`src/sv/number_redirect_table_unit_defines.svh`:
```
// Assertion macros for the number redirect table unit.
`ifndef NUMBER_REDIRECT_TABLE_UNIT_DEFINES_SVH
`define NUMBER_REDIRECT_TABLE_UNIT_DEFINES_SVH
`ifndef SYNTH
`define NRT_ASSERT(label, clk, rst_n, prop, msg) \
  label: assert property (@(posedge clk) disable iff (!rst_n) prop) else $error(msg);
`define NRT_ASSERT_RST(label, clk, prop, msg) \
  label: assert property (@(posedge clk) prop) else $error(msg);
`else
`define NRT_ASSERT(label, clk, rst_n, prop, msg)
`define NRT_ASSERT_RST(label, clk, prop, msg)
`endif
`endif

```
`src/sv/nrt_pkg.sv`:
```
// Package for the number redirect table unit: codes, widths and helpers.
package nrt_pkg;

  localparam int MaxDigits = 15;
  localparam int TableEntries = 256;
  localparam int MapSlots = 8;
  localparam int KeyW = 64;

  typedef enum logic [2:0] {
    K_CLAIM = 3'd0, K_FREE = 3'd1, K_INSERT = 3'd2, K_ERASE = 3'd3, K_XFORM = 3'd4
  } kind_t;

  typedef enum logic [2:0] {
    ST_OK = 3'd0, ST_NOMAP = 3'd1, ST_BADNUM = 3'd2, ST_FULL = 3'd3, ST_NOSLOT = 3'd4
  } status_t;

  typedef enum logic [2:0] {
    S_IDLE, S_SCAN, S_WRITE, S_CLEAR, S_DONE
  } state_t;

  // Valid number check; invalid returns ok=0.
  function automatic logic num_ok(input logic [59:0] digits, input logic [3:0] len,
                                  input logic [3:0] max_len);
    logic ok;
    ok = (len != 4'd0) && (len <= max_len);
    for (int i = 0; i < 15; i++) begin
      if ((i < len) && (digits[4*i +: 4] > 4'd9)) ok = 1'b0;
    end
    return ok;
  endfunction

  function automatic logic [63:0] num_pack(input logic [59:0] digits, input logic [3:0] len);
    logic [59:0] kept;
    kept = '0;
    for (int i = 0; i < 15; i++) begin
      if (i < len) kept[4*i +: 4] = digits[4*i +: 4];
    end
    return {len, kept};
  endfunction

endpackage

```
`src/sv/nrt_ctrl.sv`:
```
// Sequencer: scans the entry store once per lookup and runs each operation.
`include "number_redirect_table_unit_defines.svh"
module nrt_ctrl #(
  parameter int ENTRIES = nrt_pkg::TableEntries,
  parameter int SLOTS = nrt_pkg::MapSlots,
  parameter int MAX_DIGITS = nrt_pkg::MaxDigits,
  localparam int AW = $clog2(ENTRIES),
  localparam int SW = (SLOTS > 1) ? $clog2(SLOTS) : 1
) (
  input  logic          clk,
  input  logic          rst_n,
  input  logic          in_valid,
  output logic          in_ready,
  input  logic [2:0]    in_kind,
  input  logic [2:0]    in_map_id,
  input  logic [59:0]   in_src_digits,
  input  logic [3:0]    in_src_len,
  input  logic [59:0]   in_dst_digits,
  input  logic [3:0]    in_dst_len,
  output logic          out_valid,
  input  logic          out_ready,
  output logic [2:0]    out_status,
  output logic [2:0]    out_new_map_id,
  output logic [59:0]   out_result_digits,
  output logic [3:0]    out_result_len,
  output logic          out_cycle_found,
  output logic [AW-1:0] rd_addr,
  input  logic          rd_valid,
  input  logic [SW-1:0] rd_owner,
  input  logic [63:0]   rd_key,
  input  logic [63:0]   rd_value,
  output logic          wr_en,
  output logic [AW-1:0] wr_addr,
  output logic [SW-1:0] wr_owner,
  output logic [63:0]   wr_key,
  output logic [63:0]   wr_value,
  output logic          inv_en,
  output logic [AW-1:0] inv_addr
);
  localparam logic [3:0] MaxLen = 4'(MAX_DIGITS);
  localparam int CW = $clog2(ENTRIES + 2);

  nrt_pkg::state_t state_r, state_nxt;
  logic [SLOTS-1:0] slot_use_r, slot_use_nxt;
  logic [2:0]  kind_r, kind_nxt;
  logic [SW-1:0] id_r, id_nxt;
  logic [63:0] src_r, src_nxt, dst_r, dst_nxt, cur_r, cur_nxt;
  logic [AW:0] idx_r, idx_nxt;      // address issued, extra bit marks scan end
  logic        chk_r, chk_nxt;      // read data of previous address is due
  logic [AW-1:0] chk_addr_r, chk_addr_nxt;
  logic        hit_r, hit_nxt, fre_r, fre_nxt;
  logic [AW-1:0] hit_addr_r, hit_addr_nxt, fre_addr_r, fre_addr_nxt;
  logic [CW-1:0] hops_r, hops_nxt;
  logic [2:0]  st_r, st_nxt, nid_r, nid_nxt;
  logic [63:0] res_r, res_nxt;
  logic        cyc_r, cyc_nxt;

  logic map_ok, match, src_good, dst_good;
  logic [SW-1:0] in_id;
  logic [SW-1:0] free_slot;
  logic        any_free;

  assign in_id = SW'(in_map_id);
  assign map_ok = ({29'd0, in_map_id} < SLOTS) && slot_use_r[in_id];
  assign src_good = nrt_pkg::num_ok(in_src_digits, in_src_len, MaxLen);
  assign dst_good = nrt_pkg::num_ok(in_dst_digits, in_dst_len, MaxLen);
  assign match = rd_valid && rd_owner == id_r && rd_key == cur_r;

  always_comb begin
    free_slot = '0;
    any_free = 1'b0;
    for (int i = SLOTS - 1; i >= 0; i--) begin
      if (!slot_use_r[i]) begin
        free_slot = SW'(i);
        any_free = 1'b1;
      end
    end
  end

  always_ff @(posedge clk) begin
    if (!rst_n) begin
      state_r <= nrt_pkg::S_IDLE;
      slot_use_r <= '0;
    end else begin
      state_r <= state_nxt;
      slot_use_r <= slot_use_nxt;
    end
    kind_r <= kind_nxt; id_r <= id_nxt; src_r <= src_nxt; dst_r <= dst_nxt;
    cur_r <= cur_nxt; idx_r <= idx_nxt; chk_r <= chk_nxt; chk_addr_r <= chk_addr_nxt;
    hit_r <= hit_nxt; fre_r <= fre_nxt; hit_addr_r <= hit_addr_nxt;
    fre_addr_r <= fre_addr_nxt; hops_r <= hops_nxt; st_r <= st_nxt; nid_r <= nid_nxt;
    res_r <= res_nxt; cyc_r <= cyc_nxt;
  end

  always_comb begin
    state_nxt = state_r; slot_use_nxt = slot_use_r;
    kind_nxt = kind_r; id_nxt = id_r; src_nxt = src_r; dst_nxt = dst_r; cur_nxt = cur_r;
    idx_nxt = idx_r; chk_nxt = 1'b0; chk_addr_nxt = chk_addr_r;
    hit_nxt = hit_r; fre_nxt = fre_r; hit_addr_nxt = hit_addr_r; fre_addr_nxt = fre_addr_r;
    hops_nxt = hops_r; st_nxt = st_r; nid_nxt = nid_r; res_nxt = res_r; cyc_nxt = cyc_r;
    in_ready = 1'b0; out_valid = 1'b0;
    rd_addr = idx_r[AW-1:0];
    wr_en = 1'b0; wr_addr = fre_addr_r; wr_owner = id_r; wr_key = src_r; wr_value = dst_r;
    inv_en = 1'b0; inv_addr = hit_addr_r;
    case (state_r)
      nrt_pkg::S_IDLE: begin
        in_ready = 1'b1;
        if (in_valid) begin
          kind_nxt = in_kind; id_nxt = in_id;
          src_nxt = nrt_pkg::num_pack(in_src_digits, in_src_len);
          dst_nxt = nrt_pkg::num_pack(in_dst_digits, in_dst_len);
          cur_nxt = nrt_pkg::num_pack(in_src_digits, in_src_len);
          idx_nxt = '0; hit_nxt = 1'b0; fre_nxt = 1'b0; hops_nxt = '0;
          st_nxt = nrt_pkg::ST_OK; nid_nxt = '0; res_nxt = '0; cyc_nxt = 1'b0;
          state_nxt = nrt_pkg::S_DONE;
          case (in_kind)
            nrt_pkg::K_CLAIM: begin
              if (any_free) begin
                slot_use_nxt[free_slot] = 1'b1;
                nid_nxt = 3'(free_slot);
              end else begin
                st_nxt = nrt_pkg::ST_NOSLOT;
              end
            end
            nrt_pkg::K_FREE, nrt_pkg::K_INSERT, nrt_pkg::K_ERASE, nrt_pkg::K_XFORM: begin
              if (!map_ok) st_nxt = nrt_pkg::ST_NOMAP;
              else if (in_kind == nrt_pkg::K_FREE) begin
                slot_use_nxt[in_id] = 1'b0;
                state_nxt = nrt_pkg::S_CLEAR;
              end else if (!src_good || (in_kind == nrt_pkg::K_INSERT && !dst_good))
                st_nxt = nrt_pkg::ST_BADNUM;
              else state_nxt = nrt_pkg::S_SCAN;
            end
            default: ;
          endcase
        end
      end
      nrt_pkg::S_SCAN, nrt_pkg::S_CLEAR: begin
        // Issue one read per cycle until the scan ends or, in a scan, a match is seen; check the entry read last cycle.
        if (!idx_r[AW] && !(state_r == nrt_pkg::S_SCAN && chk_r && match)) begin
          chk_nxt = 1'b1; chk_addr_nxt = idx_r[AW-1:0];
          idx_nxt = (idx_r[AW-1:0] == AW'(ENTRIES - 1)) ? {1'b1, {AW{1'b0}}} : idx_r + 1'b1;
        end
        if (state_r == nrt_pkg::S_CLEAR) begin
          if (chk_r && rd_valid && rd_owner == id_r) begin
            inv_en = 1'b1; inv_addr = chk_addr_r;
          end
          if (idx_r[AW] && !chk_r) state_nxt = nrt_pkg::S_DONE;
        end else if (chk_r && match) begin
          hit_nxt = 1'b1; hit_addr_nxt = chk_addr_r;
          chk_nxt = 1'b0;
          if (kind_r == nrt_pkg::K_XFORM) begin
            // Follow the redirection and restart the scan.
            cur_nxt = rd_value; idx_nxt = '0; hops_nxt = hops_r + 1'b1;
            if (hops_r == CW'(ENTRIES)) begin
              cyc_nxt = 1'b1; res_nxt = src_r; state_nxt = nrt_pkg::S_DONE;
            end
          end else state_nxt = nrt_pkg::S_WRITE;
        end else begin
          if (chk_r && !rd_valid && !fre_r) begin
            fre_nxt = 1'b1; fre_addr_nxt = chk_addr_r;
          end
          if (idx_r[AW] && !chk_r) begin
            if (kind_r == nrt_pkg::K_XFORM) begin
              res_nxt = cur_r; state_nxt = nrt_pkg::S_DONE;
            end else if (kind_r == nrt_pkg::K_INSERT) state_nxt = nrt_pkg::S_WRITE;
            else state_nxt = nrt_pkg::S_DONE;
          end
        end
      end
      nrt_pkg::S_WRITE: begin
        state_nxt = nrt_pkg::S_DONE;
        if (kind_r == nrt_pkg::K_ERASE) inv_en = 1'b1;
        else if (hit_r) begin
          wr_en = 1'b1; wr_addr = hit_addr_r;
        end else if (fre_r) wr_en = 1'b1;
        else st_nxt = nrt_pkg::ST_FULL;
      end
      nrt_pkg::S_DONE: begin
        out_valid = 1'b1;
        if (out_ready) state_nxt = nrt_pkg::S_IDLE;
      end
      default: state_nxt = nrt_pkg::S_IDLE;
    endcase
  end

  assign out_status = st_r;
  assign out_new_map_id = nid_r;
  assign out_result_digits = res_r[59:0];
  assign out_result_len = res_r[63:60];
  assign out_cycle_found = cyc_r;

  `NRT_ASSERT(a_busy_no_ready, clk, rst_n, (state_r != nrt_pkg::S_IDLE) |-> !in_ready, "ready while busy")
  `NRT_ASSERT(a_wr_inv_excl, clk, rst_n, !(wr_en && inv_en), "write and invalidate together")
  `NRT_ASSERT(a_cyc_src, clk, rst_n, (out_valid && out_cycle_found) |-> (res_r == src_r), "loop result not source")
  `NRT_ASSERT_RST(a_rst_idle, clk, !rst_n |=> (state_r == nrt_pkg::S_IDLE && slot_use_r == '0), "reset state")
endmodule
```
`config.mk`:
```
export PLATFORM = sky130hd
export DESIGN_NAME = nrt_ctrl
export DESIGN_NICKNAME = d
export VERILOG_FILES = /design/src/sv/nrt_pkg.sv /design/src/sv/nrt_ctrl.sv
export VERILOG_INCLUDE_DIRS = /design/src /design/src/sv
export SDC_FILE = /design/constraint.sdc
export NUM_CORES = 1
export LEC_CHECK = 0
export ABC_AREA = 1
export BUFFER_PORTS_ARGS = -buffer_cell sky130_fd_sc_hd__buf_2
export CAP_MARGIN = 10
export CORE_AREA = 2 2 194 196
export CTS_CLUSTER_DIAMETER = 50
export DETAILED_ROUTE_END_ITERATION = 8
export DIE_AREA = 0 0 196 198
export GPL_TIMING_DRIVEN = 1
export HOLD_SLACK_MARGIN = 0.15
export PLACE_DENSITY = 0.7
export SYNTH_ARGS = -nofsm -noshare
export SYNTH_HDL_FRONTEND = slang
export SYNTH_SLANG_ARGS = --single-unit
```
`constraint.sdc`:
```
create_clock -name clk -period 16.2 [get_ports clk]
set_clock_uncertainty 0.2 [all_clocks]
set_input_delay 1.62 -clock clk [delete_from_list [all_inputs] [get_ports clk]]
set_output_delay 1.62 -clock clk [all_outputs]
set_load 0.02 [all_outputs]
```
Word-level counts from Yosys, hierarchy flattened
Cells that the tools add are included.
W data, S select, Z words.
- equal/unequal tests: 33
- $lt $le $gt $ge: 66
- multiplexer cells: 152
- add/sub/neg operators: 2
- bitwise logic cells: 5
- reduce and logical (&&, ||, !) cells: 77
- operator list (cell ; number):
    $mux W64 ; 11
    $pmux W64 S2 ; 2
    $gt A4 B4 Y1 const B ; 30
    $mux W3 ; 27
    $mux W9 ; 9
    $mux W8 ; 9
    $eq A64 B64 Y1 ; 1
    $mux W1 ; 63
    $mux W4 ; 15
    $lt A4 B4 Y1 const A ; 14
    $logic_and A1 B1 Y1 ; 46
    $pmux W9 S2 ; 2
    $lt A3 B4 Y1 const A ; 8
    $ne A2 B2 Y1 const B ; 14
    $reduce_and A5 Y1 ; 4
    $add A9 B1 Y9 const B ; 2
    $eq A3 B2 Y1 const B ; 6
    $reduce_and A6 Y1 ; 3
    $lt A1 B4 Y1 const A ; 4
    $lt A2 B4 Y1 const A ; 4
    $pmux W8 S2 ; 1
    $pmux W3 S2 ; 2
    $pmux W3 S4 ; 1
    $eq A3 B3 Y1 const B ; 3
    other kinds (27) ; 54
- register bits: 325
- bits of input ports: 270
- output and inout port bits: 230

Longest topological paths before layout
- word-level depth: 26
- mapped depth: 17
- mapped depth without buffers: 17

Least setup slack after synthesis
Ideal clock, no wire load.
- path type: input port to flip-flop
- start: in rd_owner[2]
- end: reg res_r[0], enable pin
- arrival time: 8.693 ns
- cell stages on the path: 9
- path slack: 6.663 ns
- buffers on the path: 1
- path through: xor2_1 > nor3_2 > nand2_1 > nor2_1 > nand3_2 > nand2_1 > buf_2 > nor2_1 > nor4_1
- longest elaborated chain between the ends: 6
- elaborated cells between the ends (all ways): 7
- ends and longest elaborated chain (element ; RTL line ; text):
    from (decl) ; nrt_ctrl.sv:29 ; input logic [SW-1:0] rd_owner,
    $eq A3 B3 Y1 (*) ; nrt_ctrl.sv:67 ; assign match = rd_valid && rd_owner == id_r && rd_key == cur_r;
    $logic_and A1 B1 Y1 (*) (2 in series) ; nrt_ctrl.sv:67 ;
    $logic_and A1 B1 Y1 (*) ; nrt_ctrl.sv:149 ; end else if (chk_r && match) begin
    $ne A3 B3 Y1 (no source line) ; n/a ;
    $reduce_and A6 Y1 (no source line) (*) ; n/a ;
    to (signal assigned) ; nrt_ctrl.sv:92 ; res_r <= res_nxt; cyc_r <= cyc_nxt;
    to (decl) ; nrt_ctrl.sv:55 ; logic [63:0] res_r, res_nxt;
Every way passes the cells marked *; elsewhere a longest branch is shown, timed or not.
A chain may end at the register's enable or synchronous reset.

Worst setup path in the final report
- start: in rd_owner[2]
- end: out inv_addr[2]
- longest elaborated chain between the ends: 5
- ends and longest elaborated chain (element ; RTL line ; text):
    $eq A3 B3 Y1 ; nrt_ctrl.sv:145 ; if (chk_r && rd_valid && rd_owner == id_r) begin
    $logic_and A1 B1 Y1 ; nrt_ctrl.sv:145 ;
    $mux W8 ; nrt_ctrl.sv:145 ;
    $mux W8 ; nrt_ctrl.sv:144 ; if (state_r == nrt_pkg::S_CLEAR) begin
    $mux W8 ; nrt_ctrl.sv:105 ; case (state_r)
    to (decl) ; nrt_ctrl.sv:38 ; output logic [AW-1:0] inv_addr
Every way passes these cells.

==> impl_metrics.json <==
{
  "seq_area_frac_synth_pct": 60.2,
  "clkTransAtPathRegs_ps": 60,
  "rows": 71,
  "async_reset_ff_share_pct": 0,
  "post_synth.cell_area_avg_um2": 8.77,
  "arrival_ps": 3340,
  "ir_drop_uv": 128,
  "ant_nets": 0,
  "grt_pass1_vias": 14400,
  "layout_commonest_cell": "nand2_1",
  "p_leak_nw": 9.88,
  "cap_violations": 0,
  "critPathKind": "in -> out",
  "clock_latency_ps": 570,
  "hold_viol": 0,
  "first_pass_iters": 6,
  "syn-cell-area_um2": 16000,
  "fin_nets": 2607,
  "syn_nets": 2100,
  "status": "completed",
  "final_cell_mix": "587 x nand2_1, 500 x buf_2, 313 x edfxtp_1",
  "dieArea_um2": 38800,
  "busiest_layer": "met2",
  "synth_flop_cell": "edfxtp_1",
  "drive_gt1_share_pct": 26.1,
  "routed_wl_um": 57000,
  "met3_usage_pct": 7.32,
  "yosysUniqueCellTypes": 42,
  "critPathMaxFanout": 9,
  "die_x_um": 196,
  "met2_usage_pct": 51.6,
  "fin_util_pct": 55.0,
  "cp-start-kind": "input pin",
  "grt_pass1_wl_um": 82800,
  "route.detailed.drc": 0,
  "cp-end-kind": "output pin",
  "max_freq_ghz": 0.194,
  "track_usage_pct": 28.9,
  "die_height_um": 198,
  "portBuffers": 499,
  "finalSetupViolCount": 0,
  "clockBufferDepth": 3,
  "gr-total-overflow": 0,
  "cts-resized-gates": 0,
  "io-pin-count": 500,
  "cts_tree": "done",
  "power.density_nw_per_um2": 181,
  "drv_slew": 0,
  "setup_tns_ps": 0,
  "rsz0062_at_grt": "no",
  "core-area_um2": 37000,
  "cts_hold_buf": 0,
  "use_met1_pct": 31.8,
  "place_congestion": 0.993,
  "post_cts_buffers": 0,
  "max_slew_margin_pct": 22.9,
  "grt_max_degree": 74,
  "cts_root_buffer": "clkbuf_16",
  "ctsHtreeMaxLevel": 2,
  "cts_num_sinks": 325,
  "hold_path.class": "reg -> reg",
  "period_share_pct": 31.8,
  "fin_crit_ps": 5160,
  "yosys_warnings": 0,
  "ys_seq_elements": 325,
  "synth_edf_count": 313,
  "dr.first_iter.drc_count": 1177,
  "required_ps": 14380,
  "nFillCells": 3390,
  "area_delta_synth_final_pct": 26.8,
  "drt-vias-per-instance": 5.09,
  "numCtsBuffers": 41,
  "hpwlAfterDp_um": 43900,
  "worst_pin_slew_ps": 1150,
  "wl_per_cell_um": 20.0,
  "initial_core_util_pct": 43.3,
  "antenna_found_initial": 15,
  "vias": 14500,
  "postSynthCellCount": 1827
}
[flip-flops by register name, indices dropped and copies added (netlist names)]
| name | cells |
|---|---|
| cur_r | 64 |
| out_cycle_found | 1 |
| slot_use_r | 8 |
| state_r | 3 |
| chk_addr_r | 8 |
| idx_r | 9 |
| fre_addr_r | 8 |
| hops_r | 9 |
| out_status | 3 |
| hit_addr_r | 8 |
| chk_r | 1 |
| fre_r | 1 |
| res_r | 64 |
| wr_owner | 3 |
| kind_r | 3 |
| wr_key | 64 |
| out_new_map_id | 3 |
| hit_r | 1 |
| wr_value | 64 |
[path summary, 6_finish.rpt]
| check | cells past startpoint | slack, ps | endpoint | from |
|---|---|---|---|---|
| max | 6 | 11040 | inv_addr[2] | rd_owner[2] |
| min | 0 | 280 | hit_addr_r[3] | chk_addr_r[3] |
| max reg2reg | 6 | 12330 | res_r[31] | state_r[0] |
| min reg2reg | 0 | 280 | hit_addr_r[3] | chk_addr_r[3] |
[Yosys cell counts, types with 2 or more instances]
cell type | number | area share (%)
or2_2 | 3 | 0.12
xnor2_1 | 3 | 0.16
dfxtp_1 | 12 | 1.5
nor3_1 | 22 | 0.69
o21ai_1 | 8 | 0.25
nor4_2 | 2 | 0.16
nand4_1 | 10 | 0.39
clkbuf_1 | 16 | 0.37
buf_1 | 6 | 0.14
nor2_2 | 5 | 0.20
o21ai_0 | 114 | 3.6
a21oi_1 | 25 | 0.78
buf_2 | 6 | 0.19
buf_6 | 2 | 0.14
nor4_1 | 4 | 0.16
inv_1 | 307 | 7.2
nand2_1 | 588 | 14
mux2_2 | 16 | 1.1
nor3_2 | 2 | 0.12
edfxtp_1 | 313 | 59
nand3_2 | 2 | 0.12
a41oi_1 | 3 | 0.16
xor2_1 | 7 | 0.38
nand2_2 | 2 | 0.078
nor2_4 | 3 | 0.21
nor2_1 | 256 | 6.0
buf_4 | 14 | 0.66
inv_2 | 6 | 0.14
nand3_1 | 54 | 1.7
ha_1 | 3 | 0.23
nand3b_1 | 2 | 0.094
[metal layers]
layer | part of all wire (%) | routed length, um
met5 | 0.15 | 83
met4 | 5.4 | 3060
met3 | 9.6 | 5450
met2 | 50 | 28600
met1 | 35 | 19800
[metrics by stage]
stage	worst slack, ps	hold WS, ps	std cells	cell area, um^2	power, W
after floorplan	6660	241	1827	16000	0.00230
after global placement	11140	264	2764	19000	0.00276
after detailed placement	11070	271	2764	19000	0.00279
after CTS	11070	276	2839	20300	0.00369
after global routing	10970	292	2847	20300	0.00386
final	11040	277	2849	20300	0.00368
[critical path: stages]
cell and delay (ps):
buf_2 100, xor2_1 140, nor3_2 450, nand3_1 450, mux2_2 410, buf_2 160
[logic make-up (layout without fill, tap and decap cells)]
kind of cell	count (synthesis)	count (layout)	synth area share (%)
fa+ha+maj	3	3	0.234
compound gates	156	156	5.05
mux	16	16	1.12
xor+xnor	10	10	0.547
buf+inv	358	897	8.87
other cells	0	9	0
simple gates	959	959	24.0
flops	325	325	60.2
[where the power goes]
group	switching [W]	internal, W	leakage [nW]
Combinational	0.000938	0.000305	6.07
Clock	0.000372	0.000535	0.639
Sequential	0.000158	0.00137	3.16
Total	0.00147	0.00221	9.88
[cell type report]
cell class / instances / area [um^2] / share of cell area [%]
clock buffers: 48 / 1090 / 5.39
well taps: 474 / 593 / 2.92
flip-flops and latches: 325 / 9640 / 47.4
clock inverters: 27 / 239 / 1.18
diodes: 9 / 22.5 / 0.111
repair buffers: 508 / 2560 / 12.6
multi-input cells: 1144 / 4980 / 24.5
inverters: 314 / 1180 / 5.81
No activity file was read; power rests on OpenSTA's default activity.
